## src/rtl/gswmd_pkg.sv

```systemverilog
// ----------------------------------------------------------------------------
// gswmd_pkg: shared types and constants of the GPS speed window detector
// Holds the fix, result and state records, the motion status codes and the
// speed mark table.
// ----------------------------------------------------------------------------
package gswmd_pkg;

  localparam int WIN        = 5;
  localparam int SPEED_W    = 19;
  localparam int COURSE_W   = 16;
  localparam int TIME_W     = 32;
  localparam int SUM_W      = 22;
  localparam int MARK_TABLE = 30;
  localparam int NUM_MARKS  = 29;

  // floor(x / 5) == (x * DIV5_MUL) >> DIV5_SHIFT for every x below 2**22.
  localparam int DIV5_SHIFT = 24;
  localparam int DIV5_MUL_W = 22;
  localparam logic [DIV5_MUL_W-1:0] DIV5_MUL = 22'd3355444;
  localparam int PROD_W = SUM_W + DIV5_MUL_W;

  localparam logic [SPEED_W-1:0] SLOW_LIMIT_RST = 19'd1000;

  typedef logic [SPEED_W-1:0] speed_t;

  localparam speed_t MARK_TAB [0:MARK_TABLE-1] = '{
    19'd5000,   19'd10000,  19'd20000,  19'd30000,  19'd40000,  19'd50000,
    19'd60000,  19'd70000,  19'd80000,  19'd90000,  19'd100000, 19'd110000,
    19'd120000, 19'd130000, 19'd140000, 19'd150000, 19'd160000, 19'd170000,
    19'd180000, 19'd190000, 19'd200000, 19'd210000, 19'd220000, 19'd230000,
    19'd240000, 19'd250000, 19'd260000, 19'd270000, 19'd280000, 19'd290000
  };

  typedef enum logic [1:0] {
    STAT_UNKNOWN = 2'd0,
    STAT_STOPPED = 2'd1,
    STAT_ACCEL   = 2'd2
  } status_t;

  typedef struct packed {
    speed_t                speed;
    logic [COURSE_W-1:0]   course;
    logic [TIME_W-1:0]     fix_time;
  } fix_t;

  typedef struct packed {
    speed_t            avg_speed;
    status_t           vehicle_state;
    status_t           measure_state;
    logic              start_event;
    logic [TIME_W-1:0] start_stamp;
    speed_t            crossed_mark;
  } result_t;

  // Index WIN-1 of both windows holds the newest fix.
  typedef struct packed {
    speed_t [WIN-1:0]  spd_win;
    logic [WIN-1:0]    cz_win;
    logic [TIME_W-1:0] prev_time;
    status_t           veh;
    status_t           meas;
    logic [TIME_W-1:0] start_time;
  } state_t;

endpackage

```

## src/rtl/gps_speed_window_motion_detector.sv

```systemverilog
// ----------------------------------------------------------------------------
// gps_speed_window_motion_detector: five-fix speed window motion detector
// Takes GPS fixes and reports mean speed, motion status, start events and
// crossed speed marks, one result per fix.
// ----------------------------------------------------------------------------
// Usage:
//   Fixes enter on the in_ channel (speed, course, fix_time) and are taken at
//   an edge where in_valid is high and in_stall is low. Each fix produces
//   exactly one result on the out_ channel, taken where out_valid is high and
//   out_stall is low.
//   A fix is held in an input register, then the window update and all
//   decisions are made combinationally into the result register. One fix per
//   cycle is sustained as long as the receiver does not stall.
//   When the receiver stalls, the result register holds; one more fix waits
//   in the input register, after which in_stall is raised.
//   The user must write the slow speed limit (cfg_valid/cfg_data, cfg_ready
//   always high) only while no fix is in flight; the block does not enforce it.
//   Reset (rst_n low, synchronous) empties both registers, clears the speed
//   window, marks all window fixes as courseless, sets both statuses to
//   unknown, clears the times and loads a slow limit of 1000 m/h.
// ----------------------------------------------------------------------------
module gps_speed_window_motion_detector import gswmd_pkg::*; (
  input  logic                clk,
  input  logic                rst_n,
  input  logic                in_valid,
  output logic                in_stall,
  input  logic [SPEED_W-1:0]  in_speed,
  input  logic [COURSE_W-1:0] in_course,
  input  logic [TIME_W-1:0]   in_fix_time,
  output logic                out_valid,
  input  logic                out_stall,
  output logic [SPEED_W-1:0]  out_avg_speed,
  output logic [1:0]          out_vehicle_state,
  output logic [1:0]          out_measure_state,
  output logic                out_start_event,
  output logic [TIME_W-1:0]   out_start_stamp,
  output logic [SPEED_W-1:0]  out_crossed_mark,
  input  logic                cfg_valid,
  output logic                cfg_ready,
  input  logic [SPEED_W-1:0]  cfg_data
);

  logic    s1_valid_r;
  fix_t    s1_fix_r;
  logic    out_valid_r;
  result_t res_r;
  state_t  state_r;
  speed_t  slow_limit_r;

  state_t  state_nxt;
  result_t res_nxt;
  logic    advance;
  logic    in_take;

  gswmd_step u_step (
    .cur        (state_r),
    .fix        (s1_fix_r),
    .slow_limit (slow_limit_r),
    .nxt        (state_nxt),
    .res        (res_nxt)
  );

  // The held fix moves on when the result register is empty or being drained.
  assign advance   = s1_valid_r && (!out_valid_r || !out_stall);
  assign in_stall  = s1_valid_r && !advance;
  assign in_take   = in_valid && !in_stall;
  assign cfg_ready = 1'b1;

  always_ff @(posedge clk) begin
    if (!rst_n) begin
      s1_valid_r   <= 1'b0;
      out_valid_r  <= 1'b0;
      slow_limit_r <= SLOW_LIMIT_RST;
      state_r.spd_win    <= '0;
      state_r.cz_win     <= '1;
      state_r.prev_time  <= '0;
      state_r.veh        <= STAT_UNKNOWN;
      state_r.meas       <= STAT_UNKNOWN;
      state_r.start_time <= '0;
    end else begin
      if (cfg_valid && cfg_ready) begin
        slow_limit_r <= cfg_data;
      end
      if (in_take) begin
        s1_valid_r <= 1'b1;
      end else if (advance) begin
        s1_valid_r <= 1'b0;
      end
      if (advance) begin
        out_valid_r <= 1'b1;
        state_r     <= state_nxt;
      end else if (!out_stall) begin
        out_valid_r <= 1'b0;
      end
    end
  end

  always_ff @(posedge clk) begin
    if (in_take) begin
      s1_fix_r.speed    <= in_speed;
      s1_fix_r.course   <= in_course;
      s1_fix_r.fix_time <= in_fix_time;
    end
    if (advance) begin
      res_r <= res_nxt;
    end
  end

  assign out_valid         = out_valid_r;
  assign out_avg_speed     = res_r.avg_speed;
  assign out_vehicle_state = res_r.vehicle_state;
  assign out_measure_state = res_r.measure_state;
  assign out_start_event   = res_r.start_event;
  assign out_start_stamp   = res_r.start_stamp;
  assign out_crossed_mark  = res_r.crossed_mark;

  a_start_sets_accel: assert property (@(posedge clk) disable iff (!rst_n)
    (out_valid_r && res_r.start_event) |->
      (res_r.vehicle_state == STAT_ACCEL && res_r.measure_state == STAT_ACCEL))
    else $error("start result without accelerating status");

  a_stop_follows: assert property (@(posedge clk) disable iff (!rst_n)
    (out_valid_r && res_r.vehicle_state == STAT_STOPPED) |->
      (res_r.measure_state == STAT_STOPPED))
    else $error("vehicle stopped but measurement not stopped");

  a_no_overwrite: assert property (@(posedge clk) disable iff (!rst_n)
    in_take |-> (!s1_valid_r || advance))
    else $error("input register overwritten while holding a fix");

  a_advance_result: assert property (@(posedge clk) disable iff (!rst_n)
    advance |=> out_valid_r)
    else $error("processed fix did not produce a result");

endmodule

```

## src/rtl/gswmd_step.sv

```systemverilog
// ----------------------------------------------------------------------------
// gswmd_step: per-fix update logic
// Shifts one fix into the window, forms the five-fix mean, the stop and
// start decisions and the crossed speed mark, and returns the next state.
// ----------------------------------------------------------------------------
module gswmd_step import gswmd_pkg::*; (
  input  state_t cur,
  input  fix_t   fix,
  input  speed_t slow_limit,
  output state_t nxt,
  output result_t res
);

  logic [SUM_W-1:0]   sum;
  logic [PROD_W-1:0]  prod;
  logic               all_still;
  logic [SPEED_W:0]   pair_sum;
  speed_t             pair_mean;
  logic               start;
  speed_t             old_speed;
  speed_t             mark;

  always_comb begin
    nxt            = cur;
    nxt.spd_win    = {fix.speed, cur.spd_win[WIN-1:1]};
    nxt.cz_win     = {(fix.course == '0), cur.cz_win[WIN-1:1]};
    nxt.prev_time  = fix.fix_time;

    sum       = '0;
    all_still = 1'b1;
    for (int i = 0; i < WIN; i++) begin
      sum = sum + SUM_W'(nxt.spd_win[i]);
      if (!nxt.cz_win[i] || !(nxt.spd_win[i] < slow_limit)) begin
        all_still = 1'b0;
      end
    end
    prod = PROD_W'(sum) * PROD_W'(DIV5_MUL);

    if (all_still) begin
      nxt.veh = STAT_STOPPED;
    end
    if (nxt.veh == STAT_STOPPED) begin
      nxt.meas = STAT_STOPPED;
    end

    // The two fixes before this one decide whether the vehicle stood still.
    pair_sum  = {1'b0, cur.spd_win[WIN-1]} + {1'b0, cur.spd_win[WIN-2]};
    pair_mean = pair_sum[SPEED_W:1];
    start     = (fix.course != '0) && cur.cz_win[WIN-1] && (pair_mean < slow_limit);
    if (start) begin
      nxt.start_time = cur.prev_time;
      nxt.veh        = STAT_ACCEL;
      nxt.meas       = STAT_ACCEL;
    end

    // Scan from the top so the lowest mark crossed wins.
    old_speed = cur.spd_win[WIN-1];
    mark      = '0;
    for (int i = NUM_MARKS - 1; i >= 0; i--) begin
      if (fix.speed > MARK_TAB[i] && old_speed < MARK_TAB[i]) begin
        mark = MARK_TAB[i];
      end
    end

    res.avg_speed     = prod[DIV5_SHIFT +: SPEED_W];
    res.vehicle_state = nxt.veh;
    res.measure_state = nxt.meas;
    res.start_event   = start;
    res.start_stamp   = nxt.start_time;
    res.crossed_mark  = mark;
  end

endmodule
```

## config.mk

```make
export PLATFORM = sky130hd
export DESIGN_NAME = gps_speed_window_motion_detector
export DESIGN_NICKNAME = d
export VERILOG_FILES = /design/src/rtl/gswmd_pkg.sv /design/src/rtl/gps_speed_window_motion_detector.sv /design/src/rtl/gswmd_step.sv
export SDC_FILE = /design/constraint.sdc
export NUM_CORES = 2
export LEC_CHECK = 0
export BUFFER_PORTS_ARGS = -buffer_cell sky130_fd_sc_hd__buf_4
export CORE_UTILIZATION = 52
export DETAILED_ROUTE_END_ITERATION = 8
export PLACE_DENSITY = 0.79
export SETUP_SLACK_MARGIN = 0.15
export SKIP_LAST_GASP = 1
export SYNTH_ARGS = -nofsm -noshare
export SYNTH_HDL_FRONTEND = slang
export SYNTH_SLANG_ARGS = --single-unit
export TNS_END_PERCENT = 10
```

## constraint.sdc

```tcl
create_clock -name clk -period 12.5 [get_ports clk]
set_input_delay 3.75 -clock clk [delete_from_list [all_inputs] [get_ports clk]]
set_output_delay 3.75 -clock clk [all_outputs]
set_load 0.005 [all_outputs]
```

Yosys cells after proc, flatten, opt, wreduce, memory -nomap -nowiden
Index checks and enable logic that the tools add are counted.
Word-level totals
  register bits after elaboration: 312
  latch bits: 0
  bits in writable memories: 0
  bits in read-only memories: 0
  output and inout bits: 78
  word-level logic and storage cells: 204
  memories kept: 0
Operators by class
  $add $sub $neg: 5
  multipliers: 1
  divide/modulo/power cells: 0
  order comparisons: 64
  equality and inequality tests: 2
  shifts and indexed selects: 0
  muxes and demuxes: 40
  bitwise gates (word level): 0
  reductions and logical operators: 64
Operators by type and width (number)
  $gt 19x18->1 const B: 13
  $lt 19x18->1 const B: 13
  $mux 18: 13
  $gt 19x17->1 const B: 7
  $lt 19x17->1 const B: 7
  $mux 17: 7
  $lt 19x19->1: 6
  $add 22x19->22: 3
  $gt 19x16->1 const B: 3
  $lt 19x16->1 const B: 3
  $mux 16: 3
  $mul 22x20->41 const B: 1
  $add 19x19->20: 2
  $gt 19x15->1 const B: 2
  $gt 19x19->1 const B: 2
  $lt 19x15->1 const B: 2
  $lt 19x19->1 const B: 2
  $mux 19: 2
  $mux 36: 1
  $logic_and 1x1->1: 34
  $mux 15: 2
  $reduce_or 28->1: 1
  $reduce_or 27->1: 1
  $gt 19x13->1 const B: 1
  18 further kinds: 45

Longest topological paths before layout
  depth in word-level cells: 30
  depth in mapped cells: 47

Hierarchy
From an unflattened synthesis, not the netlist that was laid out.
Second synthesis, totals
  cells, all modules: 3266
  area, all modules: 30491.7 µm²
By module, submodules not included
  gswmd_step: times used 1, cells an instance 2324, area an instance 18699.2 µm², seq. area each 0.0 µm²
  gps_speed_window_motion_detector: times used 1, cells an instance 942, area an instance 11792.6 µm², seq. area each 8047.7 µm²

Worst setup path after synthesis
No wires, ideal clock.
  path type: reg-to-reg
  start: register state_r[92] (netlist name)
  end: register res_r (netlist bit out_avg_speed[17]) (data pin)
  arrival time: 9970 ps
  required time: 12242 ps
  slack: 2273 ps
  stages on the path, launching flop included: 45
  path buffers: 0
  cells stage by stage: dfxtp_1 -> ha_1 -> inv_1 -> fa_1 -> inv_1 -> a21o_1 -> a21oi_1 -> o211a_1 -> o31ai_1 -> o41a_1 -> and4_1 -> a2111oi_0 -> a21oi_1 -> xor2_1 -> fa_1 -> inv_1 -> fa_1 -> inv_1 -> [9 not listed] -> fa_1 -> ha_1 -> inv_1 -> fa_1 -> inv_1 -> fa_1 -> fa_1 -> ha_1 -> ha_1 -> a211oi_1 -> nand2_1 -> nand3b_1 -> a31oi_1 -> o31ai_1 -> o211ai_1 -> nand2b_1 -> a21oi_1 -> xnor2_1
RTL lines
  start: declaration: line gps_speed_window_motion_detector.sv:47  | state_t state_r;
  start signal: assignment: line gps_speed_window_motion_detector.sv:91  | state_r <= state_nxt;
  end signal: assignment: line gps_speed_window_motion_detector.sv:105  | res_r <= res_nxt;
  end: declaration: line gps_speed_window_motion_detector.sv:46  | result_t res_r;

==> results.py <==
metrics = {
    "synth": {
        "yosysUniqueCellTypes": 84,
        "synthMuxAreaShare_pct": 0.513,
        "synth_top_family_by_area": "adder cells",
        "synth-simple-area-share_pct": 15.7,
        "syn_area_mm2": 0.0276,
        "yosysSeqAreaShare_pct": 27.4,
        "synth_cells": 3054,
        "yosys_most_used_dff": "dfxtp_1",
        "synth_compound_area_share_pct": 16.2,
        "synth_async_sr_flop_share_pct": 0,
        "synth_edf_count": 139,
        "synth-adder-area-share_pct": 31.0,
        "yosysWarnings": 0,
        "synth_area_per_cell_um2": 9.03,
        "synth_xor_area_share_pct": 2.06,
        "synth-seq-cells": 308,
    },
    "routing": {
        "wire_per_inst_um": 20.2,
        "drtAntennaViolNets": 0,
        "first_pass_iters": 7,
        "drtIter0Drc": 2473,
        "via_per_inst": 5.88,
        "drc": 0,
        "vias": 22900,
        "drt-total-wl_um": 78600,
    },
    "grt": {
        "grt_pass1_wl_um": 123000,
        "grt_overflow": 0,
        "first_global_vias": 22500,
        "grt_use_total_pct": 29.2,
        "grt_max_degree": 121,
        "antenna_found_initial": 0,
    },
    "critical_path": {
        "start_kind": "register",
        "crit_type": "register to register",
        "path_max_fanout": 5,
        "critical_path_buf_inv_count": 5,
        "crit_arrival_ps": 11920,
        "cp.required_ps": 12800,
        "critical-path-slowest-cell": "fa_1",
        "crit_family": "adder cells",
        "crit_path_max_incr_delay_ps": 540,
        "critPathMostFrequentCell": "fa_1",
        "end_kind": "register",
    },
    "place": {
        "post_dp_cell_area_mm2": 0.0295,
        "dp_hpwl_um": 59200,
        "finalWeightedCongestion": 1.04,
        "dp_cells": 3825,
        "io_buffers": 164,
    },
    "sta": {
        "finalMaxSlewViolations": 0,
        "finalSetupTns_ps": 0,
        "hold_viol_final": 0,
        "rsz0062_at_grt": "false",
        "max_freq_mhz": 86.1,
        "max_slew_margin_pct": 16.1,
        "report.final.setup_viol": 0,
        "whs_ps": 466,
        "layout_min_cycle_time_ps": 11620,
        "fin_crit_sh_pct": 92.9,
        "tightest_slew_ps": 1240,
        "skew_ps": 34.0,
    },
    "floorplan": {
        "die_h_um": 232,
        "die-area_mm2": 0.0540,
        "start_util_pct": 52.6,
        "core-area_mm2": 0.0524,
        "ioPinCount": 169,
        "num_rows": 84,
        "die_w_um": 232,
    },
    "clocking": {
        "clk_latency_ps": 560,
        "root_buffer": "clkbuf_16",
        "cts_tree": "yes",
        "cts_htree_levels": 2,
        "ctsHoldBuffers": 0,
        "cts_resized": 0,
        "clkTransAtPathRegs_ps": 60,
        "cts_sinks": 308,
        "post_cts_buffers": 0,
        "cts_buffers": 36,
        "cts.path.max_buffers": 3,
    },
    "finish": {
        "drive_above_1_share_pct": 9.24,
        "antennaDiodeCount": 0,
        "multiInputGateArea_mm2": 0.0181,
        "mostFrequentLayoutCell": "nand2_1",
        "ff_latch_area_mm2": 0.00756,
        "syn2layout_area_growth_pct": 11.4,
        "fin_area_mm2": 0.0307,
        "final_cells": 3890,
        "layout_common_cells": "nand2_1, inv_1, ha_1",
        "fill_cells": 4517,
        "nets": 3831,
    },
    "status": {
        "status": "complete, no violations",
    },
    "run": {
        "max_cap_violations": 0,
    },
    "hold_path": {
        "hold_path_class": "register to register",
    },
}
-- synth_stat cells, types with 39 or more instances --
cell type,number,area (µm²)
a21boi_0,149,1120
a21o_1,48,360
a21oi_1,117,586
clkbuf_1,95,357
dfxtp_1,169,3380
edfxtp_1,139,4170
fa_1,197,3940
ha_1,368,4600
inv_1,386,1450
nand2_1,495,1860
nand3_1,54,270
nand4_1,39,244
nor2_1,120,450
nor2b_1,42,263
nor3_1,44,220
o21a_1,41,308
o21ai_0,90,450
xnor2_1,52,455
-- cells by family (layout without fill, tap and decap cells) --
family,count (synthesis),after routing
flip-flops,308,308
buffers and inverters,516,662
XOR/XNOR,65,65
other,2,4
AO/OA/AOI/OAI,645,645
AND/OR/NAND/NOR,939,939
multiplexers,14,14
adder cells (fa/ha/maj),565,565
-- layer usage --
| layer | share of wire [%] | GRT usage, % | up-vias |
|---|---|---|---|
| met5 | 0 | 0 | - |
| met4 | 4.4 | 12.4 | 0 |
| met3 | 8.1 | 6.63 | 212 |
| met2 | 46 | 47.6 | 987 |
| met1 | 41 | 37.2 | 10900 |
| li1 | - | - | 10800 |
-- final timing paths --
kind,start,endpoint,cells past startpoint,slack [ps]
worst max register to register,state_r[112],out_avg_speed[11],43,880
worst max-delay path,state_r[112],out_avg_speed[11],43,880
worst min-delay path,state_r[7],state_r[7],2,470
worst min register to register,state_r[7],state_r[7],2,470
-- through the flow --
stage / utilization, % / setup WS [ps]
after floorplan: - / 2270
after global placement: 56.3 / 1170
after detailed placement: 56.3 / 970
after CTS: 58.6 / 930
after global routing: 58.6 / 280
final: 58.6 / 882
-- flip-flops by register name (all words and copies together), names as in the netlist --
| register | cells |
|---|---|
| out_start_stamp | 32 |
| out_valid | 1 |
| out_crossed_mark | 16 |
| state_r | 148 |
| out_start_event | 1 |
| out_vehicle_state | 2 |
| s1_fix_r | 67 |
| s1_valid_r | 1 |
| out_avg_speed | 19 |
| slow_limit_r | 19 |
| out_measure_state | 2 |
-- worst min-delay path, delay by kind of cell, from the launching register on --
kind,cells,cell delay (ps)
DFF,1,310
AOI/OAI and AO/OA,1,60
and+or+nand+nor,1,50
-- cell type report --
class                      count  share of cell area, %
inverter                     390                   4.78
tap                          688                   2.80
timing repair buffer         207                   5.06
sequential                   308                   24.6
multi-input combinational   2232                   58.9
clock inverter                25                  0.908
clock buffer                  40                   2.98
Power is not shown: default switching activity piles up to over one toggle a cycle in this logic, so the estimate is an artifact.
